$ cat src/sv/sapg_pkg.sv
// Shared types and constants for the stepper angle pulse generator.
package sapg_pkg;

  localparam int ANGLE_BITS = 24;
  localparam int MV_W       = ANGLE_BITS + 1;
  localparam int PPD_W      = 16;
  localparam int HALF_W     = 16;
  localparam int STEP_W     = 28;
  localparam int FRAC_BITS  = 12;
  localparam int PROD_W     = MV_W + PPD_W;
  // Sum keeps at least one bit above the saturated count.
  localparam int SUM_W      = (PROD_W + 1 > FRAC_BITS + STEP_W + 1) ?
                              PROD_W + 1 : FRAC_BITS + STEP_W + 1;
  localparam int CFG_IDX_W  = 2;
  localparam int CFG_DATA_W = 16;

  localparam logic [STEP_W-1:0] STEP_MAX = '1;

  typedef enum logic [1:0] {
    KIND_TICK = 2'd0,
    KIND_CMD  = 2'd1,
    KIND_ZERO = 2'd2,
    KIND_NONE = 2'd3
  } kind_t;

  typedef enum logic [CFG_IDX_W-1:0] {
    REG_ABS_MODE  = 2'd0,
    REG_PPD       = 2'd1,
    REG_CW_LEVEL  = 2'd2,
    REG_HALF_TICK = 2'd3
  } cfg_reg_t;

  typedef struct packed {
    logic              abs_mode;
    logic [PPD_W-1:0]  pulses_per_degree;
    logic              cw_level;
    logic [HALF_W-1:0] half_period_ticks;
  } cfg_t;

  typedef struct packed {
    logic [STEP_W-1:0] steps;
    logic              nonzero;
    logic              negative;
  } move_t;

  typedef struct packed {
    logic              dir_level;
    logic              step_level;
    logic              busy_res;
    logic              rejected;
    logic [STEP_W-1:0] steps_left;
  } res_t;

endpackage

$ cat src/sv/sapg_if.sv
// Command and result channel interfaces.
interface sapg_cmd_if;
  logic                                   valid;
  logic                                   ready;
  logic [1:0]                             kind;
  logic signed [sapg_pkg::ANGLE_BITS-1:0] angle;

  modport source (output valid, output kind, output angle, input ready);
  modport sink   (input valid, input kind, input angle, output ready);
endinterface

interface sapg_res_if;
  logic                            valid;
  logic                            ready;
  logic                            dir_level;
  logic                            step_level;
  logic                            busy_res;
  logic                            rejected;
  logic [sapg_pkg::STEP_W-1:0]     steps_left;

  modport source (output valid, output dir_level, output step_level, output busy_res,
                  output rejected, output steps_left, input ready);
  modport sink   (input valid, input dir_level, input step_level, input busy_res,
                  input rejected, input steps_left, output ready);
endinterface

$ cat src/sv/sapg_step_count.sv
// Move computation: signed move, rounded step count with saturation.
module sapg_step_count (
  input  logic signed [sapg_pkg::ANGLE_BITS-1:0] angle,
  input  logic signed [sapg_pkg::ANGLE_BITS-1:0] tracked,
  input  logic                                   abs_mode,
  input  logic [sapg_pkg::PPD_W-1:0]             pulses_per_degree,
  output sapg_pkg::move_t                        move
);
  import sapg_pkg::*;

  logic signed [MV_W-1:0] mv;
  logic [MV_W-1:0]        mv_neg;
  logic [MV_W-1:0]        mag;
  logic [PROD_W-1:0]      prod;
  logic [SUM_W-1:0]       sum;
  logic                   sat;

  always_comb begin
    if (abs_mode) begin
      mv = MV_W'(angle) - MV_W'(tracked);
    end else begin
      mv = MV_W'(angle);
    end
    mv_neg = -mv;
    mag    = mv[MV_W-1] ? mv_neg : mv;
    prod   = PROD_W'(mag) * PROD_W'(pulses_per_degree);
    // round half up, then drop the 4+8 fraction bits
    sum    = SUM_W'(prod) + SUM_W'(1 << (FRAC_BITS - 1));
    sat    = |sum[SUM_W-1:FRAC_BITS+STEP_W];
    move.steps    = sat ? STEP_MAX : sum[FRAC_BITS+STEP_W-1:FRAC_BITS];
    move.nonzero  = |mv;
    move.negative = mv[MV_W-1];
  end

endmodule

$ cat src/sv/sapg_engine.sv
// Position, pulse and direction state; applies one item per advance.
module sapg_engine (
  input  logic                                   clk,
  input  logic                                   rst,
  input  logic                                   advance,
  input  logic [1:0]                             kind,
  input  logic signed [sapg_pkg::ANGLE_BITS-1:0] angle,
  input  sapg_pkg::cfg_t                         cfg,
  output sapg_pkg::res_t                         res
);
  import sapg_pkg::*;

  logic signed [ANGLE_BITS-1:0] tracked, tracked_next;
  logic [STEP_W-1:0]            pending, pending_next;
  logic [HALF_W-1:0]            phase, phase_next;
  logic                         step_pin, step_pin_next;
  logic                         dir_pin, dir_pin_next;
  logic [HALF_W:0]              phase_inc;
  logic                         rejected;
  move_t                        move;

  sapg_step_count u_count (
    .angle             (angle),
    .tracked           (tracked),
    .abs_mode          (cfg.abs_mode),
    .pulses_per_degree (cfg.pulses_per_degree),
    .move              (move)
  );

  always_comb begin
    tracked_next  = tracked;
    pending_next  = pending;
    phase_next    = phase;
    step_pin_next = step_pin;
    dir_pin_next  = dir_pin;
    rejected      = 1'b0;
    phase_inc     = {1'b0, phase} + (HALF_W+1)'(1);
    case (kind_t'(kind))
      KIND_TICK: begin
        if (pending != '0) begin
          if (phase_inc < {1'b0, cfg.half_period_ticks}) begin
            phase_next = phase_inc[HALF_W-1:0];
          end else begin
            phase_next = '0;
            if (step_pin) begin
              step_pin_next = 1'b0;
            end else begin
              // end of low phase: one step done
              pending_next  = pending - STEP_W'(1);
              step_pin_next = (pending != STEP_W'(1));
            end
          end
        end
      end
      KIND_CMD: begin
        if (pending != '0) begin
          rejected = 1'b1;
        end else begin
          if (move.nonzero) begin
            dir_pin_next = cfg.cw_level ^ move.negative;
          end
          if (cfg.abs_mode) begin
            tracked_next = angle;
          end
          pending_next  = move.steps;
          phase_next    = '0;
          step_pin_next = |move.steps;
        end
      end
      KIND_ZERO: begin
        tracked_next = '0;
      end
      default: begin
      end
    endcase

    res.dir_level  = dir_pin_next;
    res.step_level = step_pin_next;
    res.busy_res   = |pending_next;
    res.rejected   = rejected;
    res.steps_left = pending_next;
  end

  always_ff @(posedge clk) begin
    if (rst) begin
      tracked  <= '0;
      pending  <= '0;
      phase    <= '0;
      step_pin <= 1'b0;
      dir_pin  <= 1'b0;
    end else if (advance) begin
      tracked  <= tracked_next;
      pending  <= pending_next;
      phase    <= phase_next;
      step_pin <= step_pin_next;
      dir_pin  <= dir_pin_next;
    end
  end

endmodule

$ cat src/sv/stepper_angle_pulse_generator_unit.sv
// Top level: config registers, input register, engine and result register.
//
//   channel  dir  payload                                              transfer
//   cmd      in   kind, angle                                          valid & ready
//   res      out  dir_level, step_level, busy_res, rejected, steps_left valid & ready
//   cfg      in   cfg_index, cfg_data                                  cfg_wr_en
//
// One item per clock while the result is not stalled: an item is held in the input register,
// is applied to the state by the engine's combinational step-count path (one 25x16 multiply)
// and lands in the result register.
// Synchronous reset restores the default registers, clears the engine state and both valid flags.
// A stalled result holds the result register; an empty input register still takes
// one more item, then cmd.ready drops until the result moves on.
module stepper_angle_pulse_generator_unit (
  input  logic                                clk,
  input  logic                                rst,
  sapg_cmd_if.sink                            cmd,
  sapg_res_if.source                          res,
  input  logic                                cfg_wr_en,
  input  logic [sapg_pkg::CFG_IDX_W-1:0]      cfg_index,
  input  logic [sapg_pkg::CFG_DATA_W-1:0]     cfg_data
);
  import sapg_pkg::*;

  cfg_t                         cfg;
  logic                         in_valid;
  logic [1:0]                   in_kind;
  logic signed [ANGLE_BITS-1:0] in_angle;
  logic                         out_valid;
  res_t                         out_res;
  res_t                         eng_res;
  logic                         advance;

  assign advance   = in_valid && (!out_valid || res.ready);
  assign cmd.ready = !in_valid || advance;

  always_ff @(posedge clk) begin
    if (rst) begin
      cfg.abs_mode          <= 1'b1;
      cfg.pulses_per_degree <= PPD_W'(256);
      cfg.cw_level          <= 1'b1;
      cfg.half_period_ticks <= HALF_W'(1000);
    end else if (cfg_wr_en) begin
      case (cfg_reg_t'(cfg_index))
        REG_ABS_MODE:  cfg.abs_mode          <= cfg_data[0];
        REG_PPD:       cfg.pulses_per_degree <= cfg_data[PPD_W-1:0];
        REG_CW_LEVEL:  cfg.cw_level          <= cfg_data[0];
        REG_HALF_TICK: cfg.half_period_ticks <= cfg_data[HALF_W-1:0];
        default: begin
        end
      endcase
    end
  end

  always_ff @(posedge clk) begin
    if (rst) begin
      in_valid <= 1'b0;
    end else if (cmd.ready) begin
      in_valid <= cmd.valid;
    end
  end

  always_ff @(posedge clk) begin
    if (cmd.valid && cmd.ready) begin
      in_kind  <= cmd.kind;
      in_angle <= cmd.angle;
    end
  end

  sapg_engine u_engine (
    .clk     (clk),
    .rst     (rst),
    .advance (advance),
    .kind    (in_kind),
    .angle   (in_angle),
    .cfg     (cfg),
    .res     (eng_res)
  );

  always_ff @(posedge clk) begin
    if (rst) begin
      out_valid <= 1'b0;
    end else if (advance) begin
      out_valid <= 1'b1;
    end else if (res.ready) begin
      out_valid <= 1'b0;
    end
  end

  always_ff @(posedge clk) begin
    if (advance) begin
      out_res <= eng_res;
    end
  end

  assign res.valid      = out_valid;
  assign res.dir_level  = out_res.dir_level;
  assign res.step_level = out_res.step_level;
  assign res.busy_res   = out_res.busy_res;
  assign res.rejected   = out_res.rejected;
  assign res.steps_left = out_res.steps_left;

endmodule

$ cat src/flat_wrapper.sv
// flat-port wrapper written by rule: the top's interface ports become plain ports
module stepper_angle_pulse_generator_unit_flat import sapg_pkg::*;
  (clk, rst, cfg_wr_en, cfg_index, cfg_data, cmd_valid, cmd_kind, cmd_angle, cmd_ready, res_valid, res_dir_level, res_step_level, res_busy_res, res_rejected, res_steps_left, res_ready);
  sapg_cmd_if cmd_i ();
  sapg_res_if res_i ();
  input  logic clk;
  input  logic rst;
  input  logic cfg_wr_en;
  input  logic [sapg_pkg::CFG_IDX_W-1:0] cfg_index;
  input  logic [sapg_pkg::CFG_DATA_W-1:0] cfg_data;
  input wire logic [$bits(cmd_i.valid)-1:0] cmd_valid;
  input wire logic [$bits(cmd_i.kind)-1:0] cmd_kind;
  input wire logic [$bits(cmd_i.angle)-1:0] cmd_angle;
  output wire logic [$bits(cmd_i.ready)-1:0] cmd_ready;
  output wire logic [$bits(res_i.valid)-1:0] res_valid;
  output wire logic [$bits(res_i.dir_level)-1:0] res_dir_level;
  output wire logic [$bits(res_i.step_level)-1:0] res_step_level;
  output wire logic [$bits(res_i.busy_res)-1:0] res_busy_res;
  output wire logic [$bits(res_i.rejected)-1:0] res_rejected;
  output wire logic [$bits(res_i.steps_left)-1:0] res_steps_left;
  input wire logic [$bits(res_i.ready)-1:0] res_ready;
  assign cmd_i.valid = cmd_valid;
  assign cmd_i.kind = cmd_kind;
  assign cmd_i.angle = cmd_angle;
  assign cmd_ready = cmd_i.ready;
  assign res_valid = res_i.valid;
  assign res_dir_level = res_i.dir_level;
  assign res_step_level = res_i.step_level;
  assign res_busy_res = res_i.busy_res;
  assign res_rejected = res_i.rejected;
  assign res_steps_left = res_i.steps_left;
  assign res_i.ready = res_ready;
  stepper_angle_pulse_generator_unit u_core (.clk(clk), .rst(rst), .cmd(cmd_i), .res(res_i), .cfg_wr_en(cfg_wr_en), .cfg_index(cfg_index), .cfg_data(cfg_data));
endmodule
$ cat config.mk
export PLATFORM = sky130hd
export DESIGN_NAME = stepper_angle_pulse_generator_unit_flat
export DESIGN_NICKNAME = d
export VERILOG_FILES = /design/src/sv/sapg_pkg.sv /design/src/sv/sapg_if.sv /design/src/sv/sapg_step_count.sv /design/src/sv/sapg_engine.sv /design/src/sv/stepper_angle_pulse_generator_unit.sv /design/src/flat_wrapper.sv
export SDC_FILE = /design/constraint.sdc
export NUM_CORES = 1
export LEC_CHECK = 0
export BUFFER_PORTS_ARGS = -buffer_cell sky130_fd_sc_hd__buf_2
export CORE_MARGIN = 4
export CORE_UTILIZATION = 65
export CTS_CLUSTER_DIAMETER = 60
export CTS_CLUSTER_SIZE = 25
export DETAILED_ROUTE_END_ITERATION = 10
export GPL_ROUTABILITY_DRIVEN = 1
export GPL_TIMING_DRIVEN = 0
export PLACE_DENSITY = 0.81
export RECOVER_POWER = 50
export SKIP_CTS_REPAIR_TIMING = 1
export SLEW_MARGIN = 25
export SYNTH_ARGS = -nofsm -noshare
export SYNTH_HDL_FRONTEND = slang
export SYNTH_SLANG_ARGS = --single-unit
$ cat constraint.sdc
create_clock -name clk -period 17.1 [get_ports clk]
set_input_delay 5.13 -clock clk [delete_from_list [all_inputs] [get_ports clk]]
set_output_delay 5.13 -clock clk [all_outputs]
set_load 0.01 [all_outputs]
==> results of run 1 <==
metrics by stage:
step | setup WS (ns) | power, W | hold WS (ns) | std cells
after floorplan | 6.54 | 0.00159 | 0.432 | 2892
after global placement | 4.58 | 0.00211 | 0.438 | 3441
after CTS | 4.26 | 0.00253 | 0.452 | 3474
final | 3.75 | 0.00258 | 0.453 | 3476
after detailed placement | 4.35 | 0.00214 | 0.443 | 3442
after global routing | 3.21 | 0.00276 | 0.469 | 3474
cell usage in the layout, fill, tap and decap left out, drive strengths merged, types with 25 or more instances in the layout:
cell type    n
inv        441
nand2      410
fa         322
and2       194
clkbuf     185
ha         179
a21oi      149
nor2       144
dfxtp      106
o21ai       88
buf         60
edfxtp      58
nor3        50
nand3       49
and3        47
a21o        46
xnor2       43
nand4       33
a31oi       26
nand3b      26
xor2        25
path summary, 6_finish.rpt:
check                              startpoint                           to  depth (start not counted)
setup / recovery           u_core.in_angle[0]          u_core.res.busy_res                         37
hold / removal    u_core.u_engine.tracked[10]  u_core.u_engine.tracked[10]                          2
setup reg to reg           u_core.in_angle[0]          u_core.res.busy_res                         37
hold reg to reg   u_core.u_engine.tracked[10]  u_core.u_engine.tracked[10]                          2
logic make-up after synthesis:
| group | after synthesis | synth area share [%] |
|---|---|---|
| fa+ha+maj | 501 | 36.1 |
| simple gates | 1072 | 22.3 |
| mux | 21 | 0.921 |
| compound gates | 485 | 13.0 |
| buf+inv | 581 | 9.14 |
| flops | 164 | 16.1 |
| xor+xnor | 68 | 2.48 |
power by group through the flow:
stage          Clock [W]  Sequential (W)  Combinational [W]
2_1_floorplan          0        0.000442            0.00115
3_3_place_gp           0        0.000446            0.00166
3_5_place_dp           0        0.000447            0.00170
4_1_cts         0.000379        0.000438            0.00172
5_1_grt         0.000396        0.000440            0.00193
6_report        0.000377        0.000439            0.00176
area by class of cell:
class / count / area share [%]
Multi-Input combinational cell: 2147 / 70.4
Sequential cell: 164 / 15.1
Inverter: 437 / 6.40
Tap cell: 468 / 2.28
Buffer: 144 / 2.16
Clock buffer: 19 / 1.73
Timing Repair Buffer: 82 / 1.52
Clock inverter: 13 / 0.478
Antenna cell: 2 / 0.0195
registers in the layout, indices dropped and copies added (netlist names):
signal	flops
u_core.cfg	34
u_core.res.valid	1
u_core.res.step_level	1
u_core.in_angle	24
u_core.u_engine.tracked	24
u_core.u_engine.phase	16
u_core.res.rejected	1
u_core.res.busy_res	1
u_core.u_engine.pending	28
u_core.in_kind	2
u_core.u_engine.dir_pin	1
u_core.u_engine.step_pin	1
u_core.in_valid	1
u_core.res.steps_left	28
u_core.res.dir_level	1
routing by layer:
layer  global-route usage, %  vias up
li1                        -     9710
met1                    50.4    10600
met2                    62.1     1193
met3                    6.93      250
met4                    19.1        0
met5                       0        -
worst min-delay path, cell delays in order, from the launching register on:
cell and delay [ns]:
dfxtp_1 0.31, nand2_1 0.05, a21oi_1 0.05
==> results.md, run 1 <==
* Outcome: finished with violations
* Failing checks: capacitance limit, slew limit
* Fin nets at 3543
* Vert. Die Dim at 200 um
* Final instance area at between 20000 and 30000 sq um
* Critical Path Fanout Max at 10
* Met3 Wirelength at roughly 7.5 mm
* Flop pwr share at approximately 17%
* Vias at 21800
* WS Path Type: flop to flop
* Ys async rst share at 0%
* Yosys warns at 0
* CTS tree: yes
* Initial Utilization at around 66%
* CTS H-Tree Depth at 4
* Pwr dens at ~100 nW/um^2
* Multi-input gate area at roughly 18000 sq um
* Port Buffers at just over 80
* Switching portion of total power at 53.4%
* Detailed-route wire length at roughly 77 mm
* Total GRT Usage at between 30% and 40%
* Top FF cell, synth: dfxtp_1
* Part of the power in the clock network at 14.6%
* Routed metal-1 wire length at 29.9 mm
* Hold Fails Final Rpt at 0
* Rel. slew slack at -9.20%
* Min Clock Period, post-route at approximately 13 ns
* Syn Area/Cell at 8.31 sq um
* Area growth, synth to finish at 6.76%
* Most instantiated cells after synthesis: inv_1, nand2_1, fa_1
* Cell taking the most area after synthesis: fa_1
* Die X at approximately 200 um
* Internal at about 0.0012 W
* Proportion of layout cells with a drive suffix above 1 at between 4 and 5%
* Yosys reg bits at about 160
* Worst Hold Class: flop to flop
* Final setup viols at 0
* Via-to-Cell Ratio at 6.26
* Mapped Area at ~24000 sq um
* HPWL Detailed at ~63 mm
* WL/cell at between 20 and 25 um
* Combinational Power Share at between 60% and 70%
* CP delay by family, top: adder cells
* Worst R2R Setup Slack at between 3 and 4 ns
* Drt pass-1 iters at 6
* Num ports at 83
* Psw at 0.00138 W
* Worst path required time at approximately 17 ns
* Cells after Synth at between 2000 and 3000
* Clk slew on worst S/H paths at roughly 0.07 ns
* Number of global-route vias before repair at between 20000 and 25000
* RSZ-0062 raised after global routing: no
* Post-synthesis cell type count at between 80 and 90
* Root buf cell: clkbuf_16
* GP Congestion at approximately 1.0
* Largest net degree at the start of global routing at 27
* Initial drt markers at ~2100
* Post-synth EDFFs at 58
* Largest stage delay on the critical path at ~0.76 ns
* Crit end category: flop
* Top post-synthesis cells by area: fa_1, ha_1, dfxtp_1
* Initial antenna violation count at 2
* CTS Buffer Depth at 2
* Die Area at between 40000 and 50000 sq um
* Core Footprint at roughly 37000 sq um
* Max cap viols at 1
* DP Area at 25100 sq um
* Row count at 70
* Antenna viol nets, final at 0
* Register area at 3860 sq um
* DRC at 0
* Arrival @ worst endpoint at roughly 14 ns
* Area share of the largest cell type after synthesis at about 27%
* Peak Freq at 0.0749 GHz
* Gr ovfl total at 0
* # clock sinks at between 150 and 200
* Met2 wire length at 35.4 mm
* Uppermost routed layer: met4
* TritonCTS buffer count at 17
* Syn nets at approximately 3400
* Peak supply drop at about 0.086 mV
* Worst Setup Start Kind: flop
* First-pass GRT wire length at 121 mm
* Fillers at 2986
* Slowest stage cell, crit path: a2111oi_0
* Fin. max-slew vios at 27
* Crit-path most repeated cell: fa_1
* Sum Neg Setup Slack at 0 ns
* Most numerous cell in the Yosys netlist: inv_1
* Fin crit share at just under 80%
* Sequential area share after synthesis at between 10% and 20%
* Final Util at between 70% and 80%
* Worst-margin pin slew at 1.64 ns
* Leakage power at roughly 12 nW
* Worst Skew at 0.0156 ns
* Worst-skew pair later-pin latency at ~0.44 ns
* Bufs and invs on worst path at 6
Note: power is estimated with default switching activity, not from simulation.
==> run 2, diff against run 1 <==
==> constraint.sdc (replaced) <==
create_clock -name clk -period 13.2 [get_ports clk]
set_input_delay 3.96 -clock clk [delete_from_list [all_inputs] [get_ports clk]]
set_output_delay 3.96 -clock clk [all_outputs]
set_load 0.01 [all_outputs]
==> run 2 against run 1 <==
Against the previous run:
- clock power grew 29%
- the run still ends with capacitance limit, slew limit left
- global-route usage is the same
- clock skew shrank 0.0011 ns
==> results.md, run 2 (synthesis gave the netlist of run 1 again) <==
* Leakage power at 12.0 nW (about the same)
* CP delay by family, top: adder cells
* Commonest non-fill, non-tap cell in the layout: inv_1
* Flip-flop count of the largest register after layout at 34 (unchanged)
* First-pass GRT wire length at 121 mm (unchanged)
* Proportion of layout cells with a drive suffix above 1 at 4.42% (+0.13 points)
* Non-Filler Instances at 3476 (unchanged)
* Placed insts at 3442 (unchanged)
* Largest stage delay on the critical path at 0.66 ns (-0.10 ns)
* Max cap viols at 1 (unchanged)
* Detailed-route wire length at 77.4 mm (+0.22%)
* Initial antenna violation count at 2 (unchanged)
* CTS tree: yes
* GP Congestion at 1.03 (unchanged)
* Vert. Die Dim at 200 um (unchanged)
* WS Path Type: flop to flop
* Crit end category: flop
* Worst-margin pin slew at 1.64 ns (+0.00401 ns)
* Initial Utilization at 65.8% (unchanged)
* Fin. max-slew vios at 27 (unchanged)
* DRC at 0 (unchanged)
* Hold slack at 0.453 ns (+0.0000420 ns)
* Critical Path Fanout Max at 10 (unchanged)
* Final instance area at 25700 sq um (+0.14%)
* Root buf cell: clkbuf_16
* Total GRT Usage at 38.4% (unchanged)
* Die X at 200 um (unchanged)
* Initial drt markers at 2026 (-4.7%)
* Rel. slew slack at -9.47% (-0.27 points)
* Worst Setup Start Kind: flop
* Peak Freq at 0.0784 GHz (+4.7%)
* Failing checks: capacitance limit, slew limit
* Antenna viol nets, final at 0 (unchanged)
* Sum Neg Setup Slack at 0 ns (unchanged)
* Worst Hold Class: flop to flop
* Arrival @ worst endpoint at 12.92 ns (-0.59 ns)
* Power Total at 0.00334 W (+30%)
* Outcome: finished with violations
* Clk slew on worst S/H paths at 0.07 ns (about the same)
* Slowest stage cell, crit path: a2111oi_1
* Peak supply drop at 0.111 mV (+29%)
* Min Clock Period, post-route at 12.75 ns (-0.596 ns)
* Drt pass-1 iters at 6 (unchanged)
* WL/cell at 22.3 um (+0.22%)
* Most frequent cells in the layout: inv_1, nand2_1, fa_1
* Pwr dens at 130 nW/um^2 (+29%)
* CTS H-Tree Depth at 4 (unchanged)
* # clock sinks at 164 (unchanged)
* DP Area at 25100 sq um (unchanged)
* Area growth, synth to finish at 6.91%
* Worst Skew at 0.0145 ns (-0.00112 ns)
* Largest net degree at the start of global routing at 27 (unchanged)
* Core Footprint at 36500 sq um (unchanged)
* Die Area at 40100 sq um (unchanged)
* Hold Fails Final Rpt at 0 (unchanged)
* Fin crit share at 96.6% (+19 points)
* Crit-path most repeated cell: fa_1
* Final setup viols at 0 (unchanged)
* Worst-skew pair later-pin latency at 0.44 ns (about the same)
* Port Buffers at 81 (unchanged)
* TritonCTS buffer count at 17 (unchanged)
* Gr ovfl total at 0 (unchanged)
* Worst path required time at 13.37 ns (-3.89 ns)
* Row count at 70 (unchanged)
* RSZ-0062 raised after global routing: no
* Number of global-route vias before repair at 22100 (unchanged)
* Fin nets at 3543 (unchanged)
* HPWL Detailed at 62.9 mm (unchanged)
* Via-to-Cell Ratio at 6.28 (+0.32%)
* Largest Register: u_core.cfg
* Num ports at 83 (unchanged)
* CTS Buffer Depth at 2 (unchanged)
* Vias at 21800 (+0.32%)
* Bufs and invs on worst path at 6 (unchanged)
==> run 2: area by class of cell <==
cell class | instances | area [sq um]
clock inverters | 13 | 123
clock buffers | 19 | 443
inverters | 437 | 1640
multi-input cells | 2147 | 18100
repair buffers | 82 | 390
flip-flops and latches | 164 | 3860
plain buffers | 144 | 556
diodes | 2 | 5.00
fillers | 2978 | 10800
well taps | 468 | 586
==> run 2: per-stage QoR <==
step	utilization (%)	setup slack, ns
2_1_floorplan	-	3.24
3_3_place_gp	68.5	0.678
3_5_place_dp	68.8	0.451
4_1_cts	70.3	0.362
5_1_grt	70.4	0.0200
6_report	70.4	0.449
==> run 2: final timing paths <==
| kind | slack (ns) | to | start | depth (start not counted) |
|---|---|---|---|---|
| hold reg to reg | 0.45 | u_core.u_engine.tracked[10] | u_core.u_engine.tracked[10] | 2 |
| hold / removal | 0.45 | u_core.u_engine.tracked[10] | u_core.u_engine.tracked[10] | 2 |
| setup reg to reg | 0.45 | u_core.res.busy_res | u_core.in_angle[0] | 38 |
| setup / recovery | 0.45 | u_core.res.busy_res | u_core.in_angle[0] | 38 |
==> run 2: tightest hold or removal path: cells and delay by family, from the launching register on <==
kind / cells / cell delay (ns)
flops: 1 / 0.31
simple gates: 1 / 0.05
compound gates: 1 / 0.05
==> run 2: metal layers <==
metal	track usage, %	up-vias	share of wire [%]	wire, um
li1	-	9711	-	-
met1	50.4	10600	38	29800
met2	62.1	1243	45	35200
met3	6.93	279	10	7730
met4	19.1	0	6.1	4690
met5	0	-	0	0
==> run 2: where the power goes <==
part | internal (W) | leakage [nW] | switching [W]
sequential | 0.000547 | 1.42 | 0.0000223
combinational | 0.000742 | 10.3 | 0.00154
clock | 0.000267 | 0.274 | 0.000220
total | 0.00156 | 12.0 | 0.00178
